## src/hdl/tun_pkg.sv

```systemverilog
package tun_pkg;

  localparam int unsigned CoordW  = 16;
  localparam int unsigned NormW   = 16;
  localparam int unsigned NormFrac = 14;
  localparam int unsigned ScaleTop = 30;
  localparam int unsigned EdgeW   = CoordW + 1;
  localparam int unsigned ProdW   = 2 * EdgeW;
  localparam int unsigned CrossW  = ProdW + 1;
  localparam int unsigned MagW    = CrossW;
  localparam int unsigned AW      = ScaleTop + 1;
  localparam int unsigned SumW    = 2 * AW + 2;
  localparam int unsigned LenW    = SumW / 2;
  localparam int unsigned NumW    = AW + NormFrac;
  localparam int unsigned QW      = NormFrac + 2;

  typedef struct packed {
    logic signed [CoordW-1:0] base_x;
    logic signed [CoordW-1:0] base_y;
    logic signed [CoordW-1:0] base_z;
    logic signed [CoordW-1:0] first_x;
    logic signed [CoordW-1:0] first_y;
    logic signed [CoordW-1:0] first_z;
    logic signed [CoordW-1:0] second_x;
    logic signed [CoordW-1:0] second_y;
    logic signed [CoordW-1:0] second_z;
  } tun_in_t;

  typedef struct packed {
    logic signed [NormW-1:0] normal_x;
    logic signed [NormW-1:0] normal_y;
    logic signed [NormW-1:0] normal_z;
    logic                    degenerate;
  } tun_out_t;

  // per-item flags riding along the pipe
  typedef struct packed {
    logic       water;
    logic       zero;
    logic [2:0] neg;
  } tun_flags_t;

endpackage

```

## src/hdl/tun_sqrt_stage.sv

```systemverilog
// One restoring step of the bit-pair square root.
module tun_sqrt_stage import tun_pkg::*; #(
  parameter int unsigned Step = 0
) (
  input  logic [SumW-1:0] rem_i,
  input  logic [SumW-1:0] root_i,
  output logic [SumW-1:0] rem_o,
  output logic [SumW-1:0] root_o
);
  // running root is full width until the last step
  logic [SumW-1:0] trial;
  logic [SumW-1:0] bitv;
  always_comb begin
    bitv  = SumW'(1) << (2 * (LenW - 1 - Step));
    trial = root_i + bitv;
    if (rem_i >= trial) begin
      rem_o  = rem_i - trial;
      root_o = (root_i >> 1) + bitv;
    end else begin
      rem_o  = rem_i;
      root_o = root_i >> 1;
    end
  end
endmodule

```

## config.mk

```make
export PLATFORM = sky130hd
export DESIGN_NAME = tun_sqrt_stage
export DESIGN_NICKNAME = d
export VERILOG_FILES = /design/src/hdl/tun_pkg.sv /design/src/hdl/tun_sqrt_stage.sv
export SDC_FILE = /design/constraint.sdc
export NUM_CORES = 1
export LEC_CHECK = 0
export BUFFER_PORTS_ARGS = -buffer_cell sky130_fd_sc_hd__buf_2
export CAP_MARGIN = 20
export CORE_MARGIN = 2
export CORE_UTILIZATION = 51
export DETAILED_ROUTE_END_ITERATION = 7
export PLACE_DENSITY = 0.95
export REMOVE_ABC_BUFFERS = 1
export SYNTH_ARGS = -nofsm -noshare
export SYNTH_HDL_FRONTEND = slang
export SYNTH_SLANG_ARGS = --single-unit
```

## constraint.sdc

```tcl
create_clock -name vclk -period 3.4
set_clock_uncertainty 0.05 [all_clocks]
set_input_delay 0.17 -clock vclk [all_inputs]
set_output_delay 0.17 -clock vclk [all_outputs]
set_load 0.02 [all_outputs]
```

==> results of run 1 <==
[area by class of cell]
class | instances | area share (%)
multi-input cells | 724 | 69.08
well taps | 140 | 2.528
repair buffers | 302 | 24.16
inverters | 78 | 4.226
[stage by stage]
stage	utilization [%]	hold slack (ns)	std cells	cell area, um^2
floorplan	-	0.2900	802	4991
global placement	63.00	0.5214	1243	6829
detailed placement	63.00	0.5210	1243	6829
CTS	63.01	0.5214	1243	6830
global route	63.91	0.5261	1244	6928
finish	63.91	0.5217	1244	6928
[cell families after synthesis]
| family | Yosys count | share of synthesized area (%) |
|---|---|---|
| AO/OA/AOI/OAI | 313 | 35.79 |
| AND/OR/NAND/NOR | 300 | 25.42 |
| buffers and inverters | 177 | 17.00 |
| adder cells (fa/ha/maj) | 66 | 14.72 |
| XOR/XNOR | 41 | 6.344 |
| multiplexers | 4 | 0.7295 |
[power groups by stage]
stage / Combinational (W) / Clock, W / Sequential (W)
floorplan: 0.00104 / 0 / 0
global placement: 0.00166 / 0 / 0
detailed placement: 0.00167 / 0 / 0
CTS: 0.00168 / 0 / 0
global route: 0.00187 / 0 / 0
finish: 0.00173 / 0 / 0
[final timing paths]
check / to / slack (ns)
min: root_o[36] / 0.52
max: rem_o[53] / 0.15
[routing by layer]
metal  vias to the layer above  global-route usage, %  part of all wire, %
li1                       3618                      -                    -
met1                      3330                  40.00                   43
met2                       342                  52.03                   48
met3                        30                  2.075                  7.4
met4                         0                  4.250                  1.4
met5                         -                      0                    0
[timing repair]
item,in CTS,in global routing
pin swaps,0,3
setup endpoints to repair,1,28
gates resized for setup,1,19
buffers inserted,0,1
endpoints found under the hold margin,0,0
hold buffers,0,0
[layout by cell type, fill, tap and decap left out, types with 19 or more instances in the layout]
master                    instances
sky130_fd_sc_hd__buf_2          255
sky130_fd_sc_hd__a21oi_1        126
sky130_fd_sc_hd__nor2_1          92
sky130_fd_sc_hd__nand2_1         90
sky130_fd_sc_hd__inv_1           77
sky130_fd_sc_hd__ha_1            65
sky130_fd_sc_hd__o21ai_0         55
sky130_fd_sc_hd__buf_4           42
sky130_fd_sc_hd__nand4_1         28
sky130_fd_sc_hd__xor2_1          22
sky130_fd_sc_hd__a21o_1          21
sky130_fd_sc_hd__nor3_1          20
sky130_fd_sc_hd__xnor2_1         19
==> results.toml, run 1 <==
[cells_and_area]
multi_input_area_um2 = 4786
sequential_cell_area_um2 = 0
area.growth.synth_to_final_pct = 22.39
number_of_nets_in_the_finished_design = 1300
layout.clock_buffers = 0
final_layout_size_suffix_gt1_share_pct = 30.98
insertedDiodeCount = 0
n_sequential_cell = 0
n_fill_cell = 1061

[setup_path]
cp.required_ns = 3.18
critical_path.slowest_cell = "sky130_fd_sc_hd__a2111oi_4"
crit_start = "rem_i[0]"
critical-path-top-cell-by-count = "sky130_fd_sc_hd__buf_2"
arrival_ns = 3.03
timing.critical_path.cells = "buf_2, inv_1, ha_1, fa_2, nand2b_4, a21oi_2, o21ai_1, a21bo_2, a2111oi_4, nor3_4, buf_6, buf_4, a2111o_1, o221a_1, buf_2"
worstPathBufferInverterCount = 5
cp_max_fo = 12
worstSetupStartpointType = "input pin"
path_class = "in -> out"
setup.worst_path.end_class = "output pin"
max_stage_delay_ns = 0.43
critPathTopFamily = "compound AO/OA/AOI/OAI gates"
crit_cells = 15

[route]
wl_mm = 19.07
first_pass_iters = 5
routedWlPerCell_um = 15.33
vias = 7320
route.antenna.remaining_nets = 0
detail_route.iter0.violations = 555
post_drt_via_cell_ratio = 5.884
drc = 0

[synthesis]
ys_top_cells_by_area = "sky130_fd_sc_hd__ha_1 14%, sky130_fd_sc_hd__a21oi_1 11%, sky130_fd_sc_hd__buf_4 8.5%, sky130_fd_sc_hd__nor2_1 6.1%, sky130_fd_sc_hd__nand2_1 6.0%"
synth_top_cell_by_area = "sky130_fd_sc_hd__ha_1"
synth_largest_type_area_fraction_pct = 14.37
yosys_warnings = 0
ys_top_cells_by_count = "129 x sky130_fd_sc_hd__a21oi_1, 92 x sky130_fd_sc_hd__nor2_1, 90 x sky130_fd_sc_hd__nand2_1, 77 x sky130_fd_sc_hd__inv_1, 65 x sky130_fd_sc_hd__ha_1"
count_of_cell_types_in_the_netlist = 80
synth.most_common_cell = "sky130_fd_sc_hd__a21oi_1"
yosysSeqAreaShare_pct = 0
synth.avg_cell_area_um2 = 6.282
netlist_area_um2 = 5660
postSynthCellCount = 901

[floorplan]
die_x_um = 109.4
floorplan.io_pins = 256
dieHeight_um = 109.4
initial_core_util_pct = 52.22
num_rows = 38
fp.dieArea_um2 = 11960
placeableCoreArea_um2 = 10840

[sta]
slew_headroom_pct = 64.85
final_hold_fails = 0
final_period_minus_worst_setup_slack_ns = 3.253
setup_violations = 0
max_clock_freq_mhz = 307.4
final.period_utilization_pct = 95.69
finalSetupTns_ns = 0
final_critical_path_setup_slack_ns = 0.1466
final_max_tran_viols = 0
tightestPinTransition_ns = 0.5218

[pwr]
combinational_share_of_power_pct = 100.0
seq_power_share_pct = 0
power.density_cell_area_nw_per_um2 = 249.1
p_clk_share_pct = 0
worst_ir_drop_vdd_v = 0.0001437
power_switching_share_pct = 62.28
total_power_after_layout_w = 0.001726
cellLeakagePower_nw = 3.563
cellInternalPower_w = 0.0006509
switching_power_w = 0.001075

[grt]
number_of_global_route_vias_before_repair = 6393
grt_antenna_before_repair = 0
grt_util_all_layers_pct = 29.47
grt_overflow = 0
largest_net_degree_at_the_start_of_global_routing = 41
first_pass_grt_wire_length_mm = 29.32

[min_path]
hp-class = "in -> out"
worstHoldStart = "root_i[37]"
worstHoldPathCells = 2

[placement]
place.port_buffers = 256
place_ws_ns = -0.03402
place.detailed.hpwl_mm = 16.24
gp_congestion = 1.001

[status]
run_status = "finished, final reports clean"

[job]
timing.max_cap.violations = 0
Power figures use the tool's default switching activity.
==> run 2: changes to the inputs <==
--- a/config.mk
+++ b/config.mk
@@ -8,9 +8,9 @@
 export BUFFER_PORTS_ARGS = -buffer_cell sky130_fd_sc_hd__buf_2
 export CAP_MARGIN = 20
 export CORE_MARGIN = 2
-export CORE_UTILIZATION = 51
+export CORE_UTILIZATION = 40
 export DETAILED_ROUTE_END_ITERATION = 7
-export PLACE_DENSITY = 0.95
+export PLACE_DENSITY = 0.82
 export REMOVE_ABC_BUFFERS = 1
 export SYNTH_ARGS = -nofsm -noshare
 export SYNTH_HDL_FRONTEND = slang
==> run 2 against run 1 <==
Effect of this change:
- flip-flop and latch count unchanged
- critical endpoint is now rem_o[63]
- sequential share of layout area unchanged
- global-route usage down 5.2 points
- combinational power about the same
==> results.toml, run 2 (synthesis gave the netlist of run 1 again) <==
[cells_and_area]
number_of_nets_in_the_finished_design = 1305
final_common_cell = "sky130_fd_sc_hd__buf_2"
n_fill_cell = 1476
area.growth.synth_to_final_pct = 23.30
final_cell_mix = "255 x sky130_fd_sc_hd__buf_2, 128 x sky130_fd_sc_hd__a21oi_1, 91 x sky130_fd_sc_hd__nor2_1, 90 x sky130_fd_sc_hd__nand2_1, 77 x sky130_fd_sc_hd__inv_1"
layout.clock_buffers = 0
final_design_area_no_fill_um2 = 6979
final_layout_size_suffix_gt1_share_pct = 30.84
sequential_cell_area_um2 = 0
n_sequential_cell = 0
insertedDiodeCount = 0

[grt]
grt_util_all_layers_pct = 24.26
first_pass_grt_wire_length_mm = 30.49
number_of_global_route_vias_before_repair = 6526
grt_antenna_before_repair = 0
largest_net_degree_at_the_start_of_global_routing = 40
grt_overflow = 0

[sta]
final.period_utilization_pct = 95.47
max_clock_freq_mhz = 308.1
final_hold_fails = 0
tightestPinTransition_ns = 0.5363
final_critical_path_setup_slack_ns = 0.1540
final_max_tran_viols = 0
slew_headroom_pct = 63.79
setup_violations = 0
final_period_minus_worst_setup_slack_ns = 3.246

[floorplan]
initial_core_util_pct = 40.94
floorplan.io_pins = 256
fp.dieArea_um2 = 15120
placeableCoreArea_um2 = 13830
die_x_um = 123.0
num_rows = 43
dieHeight_um = 123.0

[setup_path]
cp_max_fo = 24
setup.worst_path.end_class = "output pin"
arrival_ns = 3.03
path_class = "in -> out"
cp.required_ns = 3.18
max_stage_delay_ns = 0.51
timing.critical_path.cells = "buf_2, inv_1, ha_1, fa_2, nand2b_4, a21oi_2, o21ai_1, a21bo_2, a2111oi_4, nor3_4, buf_12, or4_1, nand3_1, buf_4"
critical_path.slowest_cell = "sky130_fd_sc_hd__or4_1"
worstSetupStartpointType = "input pin"

[route]
first_pass_iters = 5
routedWlPerCell_um = 15.36
route.antenna.remaining_nets = 0
wl_mm = 19.79
post_drt_via_cell_ratio = 5.633
vias = 7261
drc = 0
detail_route.iter0.violations = 531

[pwr]
seq_power_share_pct = 0
worst_ir_drop_vdd_v = 0.0001059
p_clk_share_pct = 0
combinational_share_of_power_pct = 100.0
cellInternalPower_w = 0.0006546
cellLeakagePower_nw = 3.582
switching_power_w = 0.001076
power_switching_share_pct = 62.17
power.density_cell_area_nw_per_um2 = 247.9

[status]
run_status = "finished, final reports clean"

[min_path]
hp-class = "in -> out"

[placement]
place.detailed.hpwl_mm = 16.96
placedInstanceArea_um2 = 6909
place_ws_ns = 0.003668
gp_congestion = 0.9568
place.port_buffers = 256

[cts]
ctsHoldBuffers = 0

[job]
timing.max_cap.violations = 0
-- run 2: final timing paths --
check | startpoint | to | slack (ns) | cells past startpoint
worst max-delay path | rem_i[0] | rem_o[63] | 0.15 | 14
worst min-delay path | root_i[18] | root_o[17] | 0.52 | 2
-- run 2: power by group through the flow --
stage,clock [W],sequential [W],combinational (W)
floorplan,0,0,0.00104
global placement,0,0,0.00169
detailed placement,0,0,0.00169
CTS,0,0,0.00170
global route,0,0,0.00189
finish,0,0,0.00173
-- run 2: per-stage QoR --
stage	instances	utilization, %	hold WS (ns)	setup TNS (ns)	total power [W]
final	1289	50.48	0.5199	0	0.001730
after global routing	1289	50.48	0.5252	-0.04855	0.001886
after CTS	1288	50.07	0.5210	0	0.001704
after detailed placement	1287	49.97	0.5209	0	0.001693
after global placement	1287	49.97	0.5216	-0.05242	0.001689
after floorplan	802	-	0.2900	-67.84	0.001042
-- run 2: final cells by class --
class	count	area [um^2]	area share, %
multi-input combinational	724	4755	68.12
timing repair buffer	307	1704	24.42
inverter	78	295.3	4.231
tap	180	225.2	3.227
-- run 2: metal layers --
metal  up-vias  track usage, %  share of wire [%]
li1       3625               -                  -
met4         0           3.089                1.3
met1      3286           33.79                 45
met3        26          0.5996                7.1
met2       324           42.78                 47
met5         -               0                  0
-- run 2: worst max-delay path, delay by kind of cell --
family,cells,cell delay [ns]
simple gates,4,0.88
fa+ha+maj,2,0.58
compound gates,4,0.92
buf+inv,4,0.46
-- run 2: timing repair --
item	in CTS	in global routing
pin swaps	1	3
resized for setup	2	14
setup buffers	1	1
endpoints found under the setup margin	2	50
==> run 3: changes to the inputs <==
--- a/config.mk
+++ b/config.mk
@@ -5,12 +5,13 @@
 export SDC_FILE = /design/constraint.sdc
 export NUM_CORES = 1
 export LEC_CHECK = 0
+export ABC_AREA = 1
 export BUFFER_PORTS_ARGS = -buffer_cell sky130_fd_sc_hd__buf_2
 export CAP_MARGIN = 20
 export CORE_MARGIN = 2
 export CORE_UTILIZATION = 40
 export DETAILED_ROUTE_END_ITERATION = 7
-export PLACE_DENSITY = 0.82
+export PLACE_DENSITY = 0.78
 export REMOVE_ABC_BUFFERS = 1
 export SYNTH_ARGS = -nofsm -noshare
 export SYNTH_HDL_FRONTEND = slang
==> run 3 against run 2 <==
Effect of this change:
- critical path type unchanged
- critical endpoint is now rem_o[56]
- via count is 34% higher
- critical path depth increased by 5
- setup slack improved by 0.24 ns
- area after synthesis rose by 35%
- largest cell class unchanged
==> results.toml, run 3 <==
[status]
run_status = "finished, final reports clean"

[pwr]
p_clk_share_pct = 0
power_switching_share_pct = 67.72
power.density_cell_area_nw_per_um2 = 220.8
switching_power_w = 0.001303
total_power_after_layout_w = 0.001925
seq_power_share_pct = 0
cellLeakagePower_nw = 6.274
cellInternalPower_w = 0.0006212
worst_ir_drop_vdd_v = 0.0001093
combinational_share_of_power_pct = 100.0

[synthesis]
ys_top_cells_by_count = "754 x sky130_fd_sc_hd__nand2_1, 397 x sky130_fd_sc_hd__inv_1, 110 x sky130_fd_sc_hd__nor2_1, 80 x sky130_fd_sc_hd__nand3_1, 65 x sky130_fd_sc_hd__ha_1"
yosys_warnings = 0
count_of_cell_types_in_the_netlist = 29
netlist_area_um2 = 7634
synth.most_common_cell = "sky130_fd_sc_hd__nand2_1"
yosysSeqAreaShare_pct = 0
synth.avg_cell_area_um2 = 4.643
synth_largest_type_area_fraction_pct = 37.08
synth_top_cell_by_area = "sky130_fd_sc_hd__nand2_1"
postSynthCellCount = 1644
ys_top_cells_by_area = "sky130_fd_sc_hd__nand2_1 37%, sky130_fd_sc_hd__inv_1 20%, sky130_fd_sc_hd__ha_1 11%, sky130_fd_sc_hd__buf_4 6.2%, sky130_fd_sc_hd__nor2_1 5.4%"

[sta]
final_hold_fails = 0
max_clock_freq_mhz = 332.6
rsz0062_at_grt = "no"
slew_headroom_pct = 57.08
final_period_minus_worst_setup_slack_ns = 3.007
final.period_utilization_pct = 88.44
finalSetupTns_ns = 0
setup_violations = 0
tightestPinTransition_ns = 0.6380
final_max_tran_viols = 0
final_hold_slack_ns = 0.5210

[route]
post_drt_via_cell_ratio = 4.699
routedWlPerCell_um = 14.17
route.antenna.remaining_nets = 0
drc = 0
met2RoutedLength_mm = 13.60
highest_layer = "met4"
routed_met1_length_mm = 13.17
detail_route.iter0.violations = 654
first_pass_iters = 6
wl_mm = 29.27
met3_routed_wirelength_mm = 1.620
vias = 9709

[grt]
grt_antenna_before_repair = 0
first_pass_grt_wire_length_mm = 44.40
largest_net_degree_at_the_start_of_global_routing = 47
grt_overflow = 0
grt_util_all_layers_pct = 27.95
number_of_global_route_vias_before_repair = 8654

[cells_and_area]
sequential_cell_area_um2 = 0
area.growth.synth_to_final_pct = 14.21
layout.clock_buffers = 0
n_fill_cell = 2192
final_layout_size_suffix_gt1_share_pct = 16.98
number_of_nets_in_the_finished_design = 2028
final_design_area_no_fill_um2 = 8718
final_cell_mix = "754 x sky130_fd_sc_hd__nand2_1, 397 x sky130_fd_sc_hd__inv_1, 256 x sky130_fd_sc_hd__buf_2, 110 x sky130_fd_sc_hd__nor2_1, 80 x sky130_fd_sc_hd__nand3_1"
insertedDiodeCount = 0
final_common_cell = "sky130_fd_sc_hd__nand2_1"
n_sequential_cell = 0
final_core_util_pct = 46.61

[setup_path]
setup.worst_path.end_class = "output pin"
path_class = "in -> out"
worstSetupStartpointType = "input pin"
cp_max_fo = 46
cp.required_ns = 3.18
arrival_ns = 2.79

[min_path]
worst_hold_path.endpoint = "root_o[25]"
worstHoldPathCells = 2
worstHoldStart = "root_i[26]"
hp-class = "in -> out"

[floorplan]
floorplan.io_pins = 256
placeableCoreArea_um2 = 18710
fp.dieArea_um2 = 20210
die_x_um = 142.1
num_rows = 50
dieHeight_um = 142.1
initial_core_util_pct = 40.81

[job]
timing.max_cap.violations = 0

[cts]
ctsHoldBuffers = 0
ctsResizeCount = 0
cts_post_setup_buffers_inserted = 0

[placement]
placedInstanceArea_um2 = 8718
place.detailed.hpwl_mm = 26.66
place.port_buffers = 256
gp_congestion = 0.9635
## run 3: how the worst max path moves through the flow
stage / startpoint / to / slack, ns
after CTS: rem_i[0] / root_o[62] / 0.41
after floorplan: rem_i[0] / rem_o[33] / 0.57
after global routing: rem_i[0] / rem_o[56] / 0.22
final: rem_i[0] / rem_o[56] / 0.39
after detailed placement: rem_i[0] / root_o[62] / 0.41
after global placement: rem_i[0] / root_o[62] / 0.47
## run 3: metal layers
layer | vias to the layer above | global-route usage (%)
li1 | 5124 | -
met1 | 4197 | 36.14
met2 | 346 | 50.52
met3 | 42 | 1.548
met4 | 0 | 7.105
met5 | - | 0
## run 3: final cells by class
cell class	count	area, um^2	area share [%]
multi-input combinational	1162	5539	63.53
timing repair buffer	263	1359	15.59
tap	234	292.8	3.358
inverter	407	1528	17.52
## run 3: cell families after synthesis
logic type,after synthesis,share of synthesized area (%)
AOI/OAI and AO/OA,51,3.491
xor gates and xnor gates,32,3.672
adders and majority gates,66,10.92
buffers and inverters,482,27.44
and+or+nand+nor,1013,54.48
## run 3: power by group through the flow
stage          sequential (W)  combinational, W  clock, W
5_1_grt                     0           0.00213         0
3_5_place_dp                0           0.00192         0
2_1_floorplan               0           0.00120         0
3_3_place_gp                0           0.00190         0
6_report                    0           0.00192         0
4_1_cts                     0           0.00192         0
## run 3: worst max-delay path, cell delays in order
cell and delay (ns):
sky130_fd_sc_hd__buf_2 0.07, sky130_fd_sc_hd__inv_1 0.04, sky130_fd_sc_hd__ha_1 0.21, sky130_fd_sc_hd__fa_1 0.42, sky130_fd_sc_hd__inv_1 0.11, sky130_fd_sc_hd__nand3_1 0.11
sky130_fd_sc_hd__nand2_4 0.12, sky130_fd_sc_hd__nand2_2 0.06, sky130_fd_sc_hd__nand2_4 0.10, sky130_fd_sc_hd__nand2_4 0.06, sky130_fd_sc_hd__nand2_4 0.07, sky130_fd_sc_hd__nand2_2 0.06
sky130_fd_sc_hd__nand3_2 0.06, sky130_fd_sc_hd__nand2_2 0.06, sky130_fd_sc_hd__nand2_4 0.07, sky130_fd_sc_hd__buf_4 0.48, sky130_fd_sc_hd__nand3_1 0.24, sky130_fd_sc_hd__nand2_1 0.11
sky130_fd_sc_hd__buf_2 0.16
## run 3: stage by stage
step,setup slack (ns),cells
floorplan,0.5728,1569
global placement,0.4671,2066
detailed placement,0.4133,2066
CTS,0.4128,2066
global route,0.2161,2066
finish,0.3930,2066
