===== config.mk =====
export PLATFORM = sky130hd
export DESIGN_NAME = tun_div_stage
export DESIGN_NICKNAME = d
export VERILOG_FILES = /design/src/hdl/tun_pkg.sv /design/src/hdl/tun_div_stage.sv
export SDC_FILE = /design/constraint.sdc
export NUM_CORES = 1
export LEC_CHECK = 0
export BUFFER_PORTS_ARGS = -buffer_cell sky130_fd_sc_hd__buf_2
export CAP_MARGIN = 20
export CORE_MARGIN = 5
export CORE_UTILIZATION = 48
export DETAILED_ROUTE_END_ITERATION = 12
export PLACE_DENSITY = 0.82
export SLEW_MARGIN = 20
export SYNTH_ARGS = -nofsm -noshare
export SYNTH_HDL_FRONTEND = slang
export SYNTH_SLANG_ARGS = --single-unit

===== constraint.sdc =====
create_clock -name vclk -period 3.2
set_input_delay 0.16 -clock vclk [all_inputs]
set_output_delay 0.16 -clock vclk [all_outputs]
set_load 0.01 [all_outputs]

===== src/hdl/tun_pkg.sv =====
package tun_pkg;

  localparam int unsigned CoordW  = 16;
  localparam int unsigned NormW   = 16;
  localparam int unsigned NormFrac = 14;
  localparam int unsigned ScaleTop = 30;
  localparam int unsigned EdgeW   = CoordW + 1;
  localparam int unsigned ProdW   = 2 * EdgeW;
  localparam int unsigned CrossW  = ProdW + 1;
  localparam int unsigned MagW    = CrossW;
  localparam int unsigned AW      = ScaleTop + 1;
  localparam int unsigned SumW    = 2 * AW + 2;
  localparam int unsigned LenW    = SumW / 2;
  localparam int unsigned NumW    = AW + NormFrac;
  localparam int unsigned QW      = NormFrac + 2;

  typedef struct packed {
    logic signed [CoordW-1:0] base_x;
    logic signed [CoordW-1:0] base_y;
    logic signed [CoordW-1:0] base_z;
    logic signed [CoordW-1:0] first_x;
    logic signed [CoordW-1:0] first_y;
    logic signed [CoordW-1:0] first_z;
    logic signed [CoordW-1:0] second_x;
    logic signed [CoordW-1:0] second_y;
    logic signed [CoordW-1:0] second_z;
  } tun_in_t;

  typedef struct packed {
    logic signed [NormW-1:0] normal_x;
    logic signed [NormW-1:0] normal_y;
    logic signed [NormW-1:0] normal_z;
    logic                    degenerate;
  } tun_out_t;

  // per-item flags riding along the pipe
  typedef struct packed {
    logic       water;
    logic       zero;
    logic [2:0] neg;
  } tun_flags_t;

endpackage


===== src/hdl/tun_div_stage.sv =====
// One restoring step of the unsigned divide, quotient bit Bit.
module tun_div_stage import tun_pkg::*; #(
  parameter int unsigned Bit = 0
) (
  input  logic [NumW:0]   rem_i,
  input  logic [LenW-1:0] den_i,
  input  logic [QW-1:0]   q_i,
  output logic [NumW:0]   rem_o,
  output logic [QW-1:0]   q_o
);
  logic [NumW+QW:0] sh;
  always_comb begin
    sh    = {{QW{1'b0}}, den_i, {(NumW+1-LenW){1'b0}}} << Bit;
    sh    = sh >> (NumW + 1 - LenW);
    q_o   = q_i;
    rem_o = rem_i;
    if ({{QW{1'b0}}, rem_i} >= sh) begin
      rem_o  = rem_i - (NumW+1)'(sh);
      q_o[Bit] = 1'b1;
    end
  end
endmodule


==> impl_metrics.prom, run 1 <==
# TYPE chip_impl_metric gauge
chip_impl_metric{name="grt_use_total",unit="%"} 20.92
chip_impl_metric{name="final_layout_size_suffix_gt1_share",unit="%"} 28.95
chip_impl_metric{name="top_level_ports",unit=""} 156
chip_impl_metric{name="place.gp.congestion",unit=""} 0.8992
chip_impl_metric{name="worst_path_largest_cell_delay",unit="ps"} 410
chip_impl_metric{name="finalWorstPathRequiredPeriod",unit="ps"} 2925
chip_impl_metric{name="critPathBufInv",unit=""} 3
chip_impl_info{name="timing.critical_path.to_type",value="output pin"} 1
chip_impl_metric{name="pnr_worst_setup_slack",unit="ps"} 274.6
chip_impl_metric{name="portBuffers",unit=""} 126
chip_impl_metric{name="synth.net_count",unit=""} 560
chip_impl_metric{name="detailedRoute.firstIterationViolations",unit=""} 122
chip_impl_metric{name="post_synth_instance_area",unit="sq mm"} 0.002869
chip_impl_metric{name="met1_grt_util",unit="%"} 27.58
chip_impl_metric{name="p_leak",unit="nW"} 1.690
chip_impl_metric{name="post_cts_hold_buffer_count",unit=""} 0
chip_impl_info{name="worstHoldPathType",value="in -> out"} 1
chip_impl_metric{name="synth_warnings",unit=""} 0
chip_impl_info{name="crit_type",value="in -> out"} 1
chip_impl_metric{name="postCtsSetupRepairBufs",unit=""} 0
chip_impl_metric{name="post_cts.resized_instances",unit=""} 0
chip_impl_metric{name="dieHeight",unit="um"} 87.31
chip_impl_info{name="timing.critical_path.cells",value="buf_2 > inv_1 > ha_1 > fa_1 > nor2b_1 > o2111ai_1 > a211oi_2 > o21ai_1 > a21oi_2 > o21ai_2 > nor4b_2 > xor2_1 > buf_2"} 1
chip_impl_info{name="slowest_cell_on_the_critical_path",value="sky130_fd_sc_hd__fa_1"} 1
chip_impl_metric{name="final_max_slew_viols",unit=""} 0
chip_impl_info{name="yosys-top-cells-area",value="sky130_fd_sc_hd__ha_1 14%, sky130_fd_sc_hd__xor2_1 7.6%, sky130_fd_sc_hd__nand2_1 7.1%"} 1
chip_impl_metric{name="residual_antenna_violating_net_count_after_detailed_routing",unit=""} 0
chip_impl_metric{name="initial_antenna_violation_count",unit=""} 0
chip_impl_metric{name="grt_overflow",unit=""} 0
chip_impl_info{name="critical_path.startpoint_type",value="input pin"} 1
chip_impl_metric{name="routed_wire_length",unit="um"} 8430
chip_impl_metric{name="groute.layer.met2.usage",unit="%"} 37.67
chip_impl_info{name="cpMostUsedCell",value="sky130_fd_sc_hd__buf_2"} 1
chip_impl_metric{name="setup_viol_count_final",unit=""} 0
chip_impl_metric{name="dr_vias_cell",unit=""} 5.506
chip_impl_metric{name="fmax",unit="MHz"} 341.8
chip_impl_metric{name="antenna-diode-count",unit=""} 0
chip_impl_metric{name="seq_cell_count",unit=""} 0
chip_impl_metric{name="avgRoutedWirePerCell",unit="um"} 13.89
chip_impl_metric{name="critPathArrivalTime",unit="ps"} 2770
chip_impl_metric{name="syn_area_per_cell",unit="sq um"} 6.626
chip_impl_metric{name="synth_top_area_share",unit="%"} 13.96
chip_impl_metric{name="grt_first_pass_wirelength",unit="um"} 13820
chip_impl_metric{name="drc_errors",unit=""} 0
chip_impl_metric{name="placementRows",unit=""} 28
chip_impl_metric{name="final_core_util",unit="%"} 58.66
chip_impl_metric{name="maximum_number_of_pins_on_one_net_before_global_route_repair",unit=""} 33
chip_impl_metric{name="fin_crit_sh",unit="%"} 91.42
chip_impl_metric{name="fin_hold_ws",unit="ps"} 320.0
chip_impl_metric{name="critical_path_peak_fanout",unit=""} 5
chip_impl_metric{name="die_w",unit="um"} 87.31
chip_impl_metric{name="relative_max_transition_margin",unit="%"} 63.11
chip_impl_metric{name="power.ir.vdd_worst",unit="mV"} 0.1007
chip_impl_metric{name="design.core.area",unit="sq mm"} 0.005851
chip_impl_metric{name="synth.lib_cells_used.distinct",unit=""} 65
chip_impl_metric{name="pwr_density_cell",unit="mW/mm^2"} 204.6
chip_impl_metric{name="tightestPinTransition",unit="ps"} 547.5
chip_impl_info{name="critPathTopFamily",value="compound AO/OA/AOI/OAI gates"} 1
chip_impl_metric{name="vias",unit=""} 3342
chip_impl_info{name="most_congested_layer_reported_by_global_routing",value="met2"} 1
chip_impl_metric{name="critPathRequiredTime",unit="ps"} 3040
chip_impl_metric{name="synthesis.instances",unit=""} 433
chip_impl_metric{name="synth_seq_area_share",unit="%"} 0
chip_impl_metric{name="clock_buffers",unit=""} 0
chip_impl_metric{name="start_util",unit="%"} 49.04
chip_impl_metric{name="die_area",unit="sq mm"} 0.007623
chip_impl_info{name="rsz0062_at_grt",value="false"} 1
chip_impl_metric{name="timing.max_cap.violations",unit=""} 0
chip_impl_metric{name="detail_route.first_pass.iterations",unit=""} 4
chip_impl_metric{name="post-dp-hpwl",unit="um"} 7329
chip_impl_metric{name="grtUsageMet3",unit="%"} 2.081
chip_impl_metric{name="dp_worst_setup_slack",unit="ps"} 243.0
chip_impl_metric{name="grt_pass1_vias",unit=""} 3165
chip_impl_metric{name="finalHoldViolations",unit=""} 0
chip_impl_metric{name="net_count_of_the_finished_layout",unit=""} 661
chip_impl_metric{name="area.growth.synth_to_final",unit="%"} 19.62
chip_impl_info{name="run_status",value="finished clean"} 1
chip_impl_metric{name="sequential_cell_area",unit="sq um"} 0
chip_impl_metric{name="final.setup.tns",unit="ps"} 0
chip_impl_info{name="netlist.top_cell.by_area",value="sky130_fd_sc_hd__ha_1"} 1
-- synth_stat cells, types with 4 or more instances --
cell and number:
sky130_fd_sc_hd__nand3_1 8, sky130_fd_sc_hd__inv_1 42, sky130_fd_sc_hd__a21oi_1 32, sky130_fd_sc_hd__xor2_1 25, sky130_fd_sc_hd__ha_1 32, sky130_fd_sc_hd__nor2b_1 4, sky130_fd_sc_hd__clkbuf_1 5, sky130_fd_sc_hd__o21bai_1 4
sky130_fd_sc_hd__xnor2_1 19, sky130_fd_sc_hd__or3_1 6, sky130_fd_sc_hd__nor3_2 4, sky130_fd_sc_hd__o21ai_1 17, sky130_fd_sc_hd__o21a_1 8, sky130_fd_sc_hd__nor2_1 22, sky130_fd_sc_hd__a21o_1 11, sky130_fd_sc_hd__nor3_1 9
sky130_fd_sc_hd__o21ai_0 33, sky130_fd_sc_hd__buf_4 18, sky130_fd_sc_hd__buf_2 6, sky130_fd_sc_hd__nand4_1 9, sky130_fd_sc_hd__and3_1 4, sky130_fd_sc_hd__nand2_1 54
-- cell families (layout without fill, tap and decap cells) --
logic type | count (synthesis) | after routing | share of synthesized area (%)
multiplexers | 2 | 2 | 0.7849
XOR/XNOR | 44 | 44 | 13.43
AND/OR/NAND/NOR | 144 | 144 | 26.86
buffers and inverters | 73 | 172 | 12.47
AO/OA/AOI/OAI | 137 | 137 | 31.79
adder cells (fa/ha/maj) | 33 | 33 | 14.65
-- path summary, 6_finish.rpt --
| check | slack [ps] | depth (start not counted) | start | endpoint |
|---|---|---|---|---|
| setup / recovery | 270 | 13 | rem_i[0] | rem_o[39] |
| hold / removal | 320 | 0 | q_i[11] | q_o[11] |
-- final cells by class --
| cell class | count | area, sq um |
|---|---|---|
| tap | 75 | 93.84 |
| multi-input combinational | 360 | 2516 |
| timing repair buffer | 130 | 664.4 |
| fill | 571 | 2419 |
| inverter | 42 | 157.7 |
-- cells in the final DEF (no fill, tap or decap), drive strengths merged, types with 3 or more instances in the layout --
cell,Yosys,final
xnor2,19,19
a31oi,4,4
buf,25,130
or2,3,3
nor3b,3,3
nand2,54,54
nor2b,4,4
nand3,8,8
a211oi,6,6
or3,7,7
o21a,8,8
o21bai,4,4
ha,32,32
o21ai,51,51
and3,4,4
nor3,13,13
inv,42,42
a21oi,33,33
a211o,3,3
xor2,25,25
nor4b,4,4
a21o,11,11
nand4,10,10
nor2,24,24
o2111ai,3,3
-- report_power, final --
group / switching [mW] / internal, mW
registers: 0 / 0
clock network: 0 / 0
logic: 0.397 / 0.305
total: 0.397 / 0.305
-- per-layer routing --
metal / wire (um) / share of wire, %
met5: 0 / 0
met2: 4022 / 48
met3: 618 / 7.3
met4: 70 / 0.83
met1: 3719 / 44
-- through the flow --
| step | std cells | power (mW) | cell area, sq um |
|---|---|---|---|
| 4_1_cts | 607 | 0.7029 | 3428 |
| 6_report | 607 | 0.7022 | 3432 |
| 2_1_floorplan | 433 | 0.4759 | 2869 |
| 3_3_place_gp | 607 | 0.6874 | 3428 |
| 5_1_grt | 607 | 0.7745 | 3432 |
| 3_5_place_dp | 607 | 0.6994 | 3428 |
No activity file was read; power rests on OpenSTA's default activity.
==> run 2, diff against run 1 <==
ABC_AREA = 1   (was unset)
CORE_UTILIZATION = 54   (was 48)
GPL_TIMING_DRIVEN = 0   (was unset)
PLACE_DENSITY = 0.83   (was 0.82)
RECOVER_POWER = 50   (was unset)
==> impl_metrics.prom, run 2 <==
# TYPE chip_impl_metric gauge
chip_impl_metric{name="post_layout_nonfiller_instances",unit=""} 1213
chip_impl_metric{name="post_cts.resized_instances",unit=""} 0
chip_impl_metric{name="design.core.area",unit="sq mm"} 0.008093
chip_impl_info{name="crit_type",value="in -> out"} 1
chip_impl_metric{name="synthesis.instances",unit=""} 967
chip_impl_info{name="worstHoldPathType",value="in -> out"} 1
chip_impl_metric{name="tightestPinTransition",unit="ps"} 700.4
chip_impl_metric{name="synth.net_count",unit=""} 1094
chip_impl_metric{name="grt_use_total",unit="%"} 28.71
chip_impl_metric{name="placementRows",unit=""} 33
chip_impl_metric{name="start_util",unit="%"} 54.84
chip_impl_metric{name="portBuffers",unit=""} 141
chip_impl_metric{name="place.gp.congestion",unit=""} 0.9927
chip_impl_metric{name="die_area",unit="sq mm"} 0.01013
chip_impl_metric{name="finalHoldViolations",unit=""} 0
chip_impl_metric{name="clock_buffers",unit=""} 0
chip_impl_metric{name="critPathBufInv",unit=""} 4
chip_impl_metric{name="worst_path_largest_cell_delay",unit="ps"} 550
chip_impl_metric{name="synth_top_area_share",unit="%"} 38.40
chip_impl_info{name="run_status",value="finished clean"} 1
chip_impl_info{name="netlist.top_cell.by_area",value="sky130_fd_sc_hd__nand2_1"} 1
chip_impl_metric{name="detail_route.first_pass.iterations",unit=""} 5
chip_impl_metric{name="residual_antenna_violating_net_count_after_detailed_routing",unit=""} 0
chip_impl_metric{name="area.growth.synth_to_final",unit="%"} 18.04
chip_impl_metric{name="routed_wire_length",unit="um"} 15190
chip_impl_metric{name="setup_viol_count_final",unit=""} 0
chip_impl_info{name="commonest_non_fill_non_tap_cell_in_the_layout",value="sky130_fd_sc_hd__nand2_1"} 1
chip_impl_info{name="rsz0062_at_grt",value="false"} 1
chip_impl_metric{name="synth.lib_cells_used.distinct",unit=""} 28
chip_impl_metric{name="dieHeight",unit="um"} 100.7
chip_impl_info{name="timing.critical_path.to_type",value="output pin"} 1
chip_impl_metric{name="final_layout_size_suffix_gt1_share",unit="%"} 16.25
chip_impl_info{name="critical_path.startpoint_type",value="input pin"} 1
chip_impl_metric{name="syn_area_per_cell",unit="sq um"} 4.589
chip_impl_metric{name="final_max_slew_viols",unit=""} 0
chip_impl_metric{name="pwr_density_cell",unit="mW/mm^2"} 169.5
chip_impl_metric{name="final.setup.tns",unit="ps"} 0
chip_impl_metric{name="maximum_number_of_pins_on_one_net_before_global_route_repair",unit=""} 11
chip_impl_metric{name="drc_errors",unit=""} 0
chip_impl_metric{name="net_count_of_the_finished_layout",unit=""} 1237
chip_impl_metric{name="dpl.cell_count",unit=""} 1213
chip_impl_metric{name="grt_pass1_vias",unit=""} 5158
chip_impl_info{name="timing.critical_path.cells",value="buf_2 > ha_1 > nand2_1 > inv_1 > nand2_1 > nand2_1 > nand2_1 > nand2_1 > nand2_1 > nand2_1 > nand2_1 > nand3_1 > nor2_2 > buf_6 > a21oi_2 > buf_2"} 1
chip_impl_metric{name="finalWorstPathRequiredPeriod",unit="ps"} 2729
chip_impl_info{name="cpMostUsedCell",value="sky130_fd_sc_hd__nand2_1"} 1
chip_impl_metric{name="post_cts_hold_buffer_count",unit=""} 0
chip_impl_info{name="layout_common_cells",value="454 x sky130_fd_sc_hd__nand2_1, 222 x sky130_fd_sc_hd__inv_1, 116 x sky130_fd_sc_hd__buf_2"} 1
chip_impl_metric{name="initial_antenna_violation_count",unit=""} 0
chip_impl_metric{name="post_synth_instance_area",unit="sq mm"} 0.004438
chip_impl_metric{name="synth_warnings",unit=""} 0
chip_impl_metric{name="postCtsSetupRepairBufs",unit=""} 0
chip_impl_info{name="startpoint",value="rem_i[16]"} 1
chip_impl_metric{name="post-dp-hpwl",unit="um"} 13330
chip_impl_metric{name="avgRoutedWirePerCell",unit="um"} 12.52
chip_impl_metric{name="dr_vias_cell",unit=""} 4.847
chip_impl_metric{name="path_depth",unit=""} 16
chip_impl_metric{name="detailedRoute.firstIterationViolations",unit=""} 367
chip_impl_info{name="ys_top_cells_by_count",value="454 x sky130_fd_sc_hd__nand2_1, 222 x sky130_fd_sc_hd__inv_1, 78 x sky130_fd_sc_hd__nor2_1"} 1
chip_impl_metric{name="synth_seq_area_share",unit="%"} 0
chip_impl_metric{name="fin_hold_ws",unit="ps"} 529.7
chip_impl_metric{name="p_leak",unit="nW"} 3.476
chip_impl_metric{name="grt_overflow",unit=""} 0
chip_impl_metric{name="fmax",unit="MHz"} 366.4
chip_impl_metric{name="critPathRequiredTime",unit="ps"} 3040
chip_impl_metric{name="vias",unit=""} 5879
chip_impl_metric{name="grt_first_pass_wirelength",unit="um"} 23690
chip_impl_info{name="timing.critical_path.to",value="rem_o[37]"} 1
chip_impl_metric{name="antenna-diode-count",unit=""} 0
chip_impl_info{name="critPathTopFamily",value="simple AND/OR/NAND/NOR gates"} 1
chip_impl_metric{name="critical_path_peak_fanout",unit=""} 10
chip_impl_metric{name="seq_cell_count",unit=""} 0
chip_impl_metric{name="power.ir.vdd_worst",unit="mV"} 0.1097
chip_impl_info{name="cell_with_the_most_instances_after_synthesis",value="sky130_fd_sc_hd__nand2_1"} 1
chip_impl_metric{name="relative_max_transition_margin",unit="%"} 53.26
chip_impl_metric{name="die_w",unit="um"} 100.7
chip_impl_info{name="slowest_cell_on_the_critical_path",value="sky130_fd_sc_hd__nor2_2"} 1
chip_impl_metric{name="critPathArrivalTime",unit="ps"} 2570
chip_impl_metric{name="fin_crit_sh",unit="%"} 85.29
chip_impl_metric{name="top_level_ports",unit=""} 156
chip_impl_metric{name="sequential_cell_area",unit="sq um"} 0
chip_impl_metric{name="timing.max_cap.violations",unit=""} 0
chip_impl_metric{name="filler_cell_count",unit=""} 935
chip_impl_info{name="yosys-top-cells-area",value="sky130_fd_sc_hd__nand2_1 38%, sky130_fd_sc_hd__inv_1 19%, sky130_fd_sc_hd__ha_1 9.0%"} 1
==> run 2: changes by cell type after synthesis, sizes merged, moves of 6 or more <==
cell	before	now
xnor2	19	1
o21ai	51	1
inv	42	228
clkbuf	6	0
xor2	25	18
a211oi	6	0
nor2	24	89
nand3	8	55
a21o	11	0
or3	7	0
o21a	8	0
a21oi	33	26
nand2	54	462
==> run 2: worst min-delay path by stage <==
| stage | startpoint | end | slack [ps] | cells after the start |
|---|---|---|---|---|
| final | q_i[4] | q_o[4] | 530 | 2 |
| after global routing | q_i[8] | q_o[8] | 540 | 2 |
| after CTS | q_i[2] | q_o[2] | 510 | 2 |
| after detailed placement | q_i[2] | q_o[2] | 510 | 2 |
| after global placement | q_i[13] | q_o[13] | 510 | 2 |
| after floorplan | q_i[10] | q_o[10] | 410 | 1 |
==> run 2: layout make-up <==
| cell class | instances | area, sq um | area share [%] |
|---|---|---|---|
| multi-input cells | 716 | 3382 | 64.56 |
| well taps | 105 | 131.4 | 2.508 |
| plain buffers | 22 | 191.4 | 3.654 |
| inverters | 229 | 859.6 | 16.41 |
| repair buffers | 141 | 674.4 | 12.87 |
==> run 2: report_power, final <==
group,internal [mW],total (mW),leakage (nW),switching [mW]
clock network,0,0,0,0
registers,0,0,0,0
logic,0.326,0.888,3.48,0.562
total,0.326,0.888,3.48,0.562
==> run 2: cells by family after synthesis <==
logic type	synth area share [%]
AO/OA/AOI/OAI	4.398
buffers and inverters	23.68
adder cells (fa/ha/maj)	9.473
XOR/XNOR	3.750
AND/OR/NAND/NOR	58.70
==> run 2: per-layer routing <==
metal	up-vias	wire, um	share of wire (%)	global-route usage [%]
met5	-	0	0	0
met4	0	360	2.4	5.389
met3	24	1065	7.0	1.384
met2	199	6632	44	47.85
met1	2546	7127	47	41.04
li1	3110	-	-	-
==> run 2: stage by stage <==
step                      total power, mW  util (%)  setup WS [ps]  area, sq um
after floorplan                    0.5845         -           1304         4438
after global placement             0.8761     65.18          667.9         5275
after detailed placement           0.8817     65.18          626.4         5275
after CTS                          0.8859     65.18          618.2         5275
after global routing               0.9951     64.73          277.8         5239
final                              0.8878     64.73          470.7         5239
==> run 3, diff against run 2 <==
RECOVER_POWER = 100   (was 50)
==> impl_metrics.prom, run 3 (synthesized netlist as in run 2, its figures left out) <==
# TYPE chip_impl_metric gauge
chip_impl_metric{name="clock_buffers",unit=""} 0
chip_impl_metric{name="pwr_density_cell",unit="mW/mm^2"} 167.9
chip_impl_info{name="critPathTopFamily",value="simple AND/OR/NAND/NOR gates"} 1
chip_impl_metric{name="net_count_of_the_finished_layout",unit=""} 1237
chip_impl_metric{name="final_max_slew_viols",unit=""} 0
chip_impl_metric{name="residual_antenna_violating_net_count_after_detailed_routing",unit=""} 0
chip_impl_metric{name="seq_cell_count",unit=""} 0
chip_impl_metric{name="final.setup.tns",unit="ps"} 0
chip_impl_metric{name="critical_path_peak_fanout",unit=""} 10
chip_impl_metric{name="sequential_cell_area",unit="sq um"} 0
chip_impl_metric{name="drc_errors",unit=""} 0
chip_impl_metric{name="fin_crit_sh",unit="%"} 86.28
chip_impl_metric{name="critPathRequiredTime",unit="ps"} 3040
chip_impl_metric{name="multi_input_comb_area",unit="sq mm"} 0.003382
chip_impl_metric{name="post-dp-hpwl",unit="um"} 13330
chip_impl_metric{name="area.growth.synth_to_final",unit="%"} 17.17
chip_impl_metric{name="finalWorstPathRequiredPeriod",unit="ps"} 2761
chip_impl_info{name="slowest_cell_on_the_critical_path",value="sky130_fd_sc_hd__nor2_2"} 1
chip_impl_info{name="rsz0062_at_grt",value="false"} 1
chip_impl_metric{name="final_layout_size_suffix_gt1_share",unit="%"} 13.90
chip_impl_metric{name="maximum_number_of_pins_on_one_net_before_global_route_repair",unit=""} 11
chip_impl_metric{name="detailedRoute.firstIterationViolations",unit=""} 365
chip_impl_metric{name="portBuffers",unit=""} 141
chip_impl_metric{name="fmax",unit="MHz"} 362.2
chip_impl_info{name="cpMostUsedCell",value="sky130_fd_sc_hd__nand2_1"} 1
chip_impl_info{name="layout_common_cells",value="454 x sky130_fd_sc_hd__nand2_1, 222 x sky130_fd_sc_hd__inv_1, 90 x sky130_fd_sc_hd__buf_2"} 1
chip_impl_metric{name="design.core.area",unit="sq mm"} 0.008093
chip_impl_metric{name="place.gp.congestion",unit=""} 0.9927
chip_impl_metric{name="relative_max_transition_margin",unit="%"} 53.08
chip_impl_metric{name="dr_vias_cell",unit=""} 4.852
chip_impl_info{name="crit_type",value="in -> out"} 1
chip_impl_metric{name="antenna-diode-count",unit=""} 0
chip_impl_info{name="timing.critical_path.to_type",value="output pin"} 1
chip_impl_info{name="run_status",value="finished clean"} 1
chip_impl_metric{name="start_util",unit="%"} 54.84
chip_impl_metric{name="timing.max_cap.violations",unit=""} 0
chip_impl_info{name="worstHoldPathType",value="in -> out"} 1
chip_impl_metric{name="power.ir.vdd_worst",unit="mV"} 0.1065
chip_impl_metric{name="placementRows",unit=""} 33
chip_impl_metric{name="die_w",unit="um"} 100.7
chip_impl_info{name="startpoint",value="rem_i[16]"} 1
chip_impl_metric{name="dp_worst_setup_slack",unit="ps"} 626.4
chip_impl_metric{name="dieHeight",unit="um"} 100.7
chip_impl_metric{name="finalHoldViolations",unit=""} 0
chip_impl_metric{name="vias",unit=""} 5885
chip_impl_metric{name="top_level_ports",unit=""} 156
chip_impl_metric{name="routed_wire_length",unit="um"} 15200
chip_impl_metric{name="pnr_worst_setup_slack",unit="ps"} 439.0
chip_impl_metric{name="detail_route.first_pass.iterations",unit=""} 5
chip_impl_metric{name="worst_path_largest_cell_delay",unit="ps"} 550
chip_impl_metric{name="initial_antenna_violation_count",unit=""} 0
chip_impl_info{name="worst_hold_startpoint",value="q_i[4]"} 1
chip_impl_metric{name="post_cts.resized_instances",unit=""} 0
chip_impl_metric{name="grt_first_pass_wirelength",unit="um"} 23690
chip_impl_info{name="commonest_non_fill_non_tap_cell_in_the_layout",value="sky130_fd_sc_hd__nand2_1"} 1
chip_impl_metric{name="tightestPinTransition",unit="ps"} 703.1
chip_impl_metric{name="avgRoutedWirePerCell",unit="um"} 12.53
chip_impl_metric{name="postCtsSetupRepairBufs",unit=""} 0
chip_impl_metric{name="post_cts_hold_buffer_count",unit=""} 0
chip_impl_metric{name="critPathBufInv",unit=""} 4
chip_impl_metric{name="critPathArrivalTime",unit="ps"} 2600
chip_impl_info{name="critical_path.startpoint_type",value="input pin"} 1
chip_impl_metric{name="p_leak",unit="nW"} 3.399
chip_impl_metric{name="die_area",unit="sq mm"} 0.01013
chip_impl_metric{name="grt_use_total",unit="%"} 28.71
chip_impl_metric{name="grt_pass1_vias",unit=""} 5158
chip_impl_metric{name="filler_cell_count",unit=""} 951
chip_impl_info{name="timing.critical_path.cells",value="buf_2 > ha_1 > nand2_1 > inv_1 > nand2_1 > nand2_1 > nand2_1 > nand2_1 > nand2_1 > nand2_1 > nand2_1 > nand3_1 > nor2_2 > buf_6 > nand2_1 > nand2_1 > clkbuf_1"} 1
chip_impl_metric{name="setup_viol_count_final",unit=""} 0
chip_impl_metric{name="grt_overflow",unit=""} 0
-- run 3: cell types whose count changed in the layout (fill, tap and decap cells not counted), sizes merged --
cell,delta
buf,-27
clkbuf,+27
-- run 3: layout make-up --
class	count	area share [%]
plain buffers	22	3.561
inverters	229	16.53
multi-input cells	716	65.04
well taps	105	2.526
repair buffers	141	12.34
-- run 3: stage by stage --
step           area [sq um]  utilization (%)  hold WS, ps  power, mW  cells
2_1_floorplan          4438                -        411.8     0.5845    967
5_1_grt                5200            64.25        539.0     0.9816   1213
3_3_place_gp           5275            65.18        505.4     0.8761   1213
6_report               5200            64.25        529.7     0.8729   1213
4_1_cts                5275            65.18        505.7     0.8859   1213
3_5_place_dp           5275            65.18        505.9     0.8817   1213
-- run 3: path summary, 6_finish.rpt --
| check | to | slack, ps | cells after the start |
|---|---|---|---|
| setup / recovery | rem_o[27] | 440 | 17 |
| hold / removal | q_o[4] | 530 | 2 |
-- run 3: report_power, final --
part           leakage (nW)  internal, mW  total, mW  switching [mW]
combinational          3.40         0.311      0.873           0.562
sequential                0             0          0               0
clock                     0             0          0               0
total                  3.40         0.311      0.873           0.562
-- run 3: routing by layer --
layer	vias up	GRT usage, %	wire (um)
li1	3110	-	-
met1	2552	41.04	7085
met2	201	47.85	6684
met3	22	1.384	1094
met4	0	5.389	335
met5	-	0	0
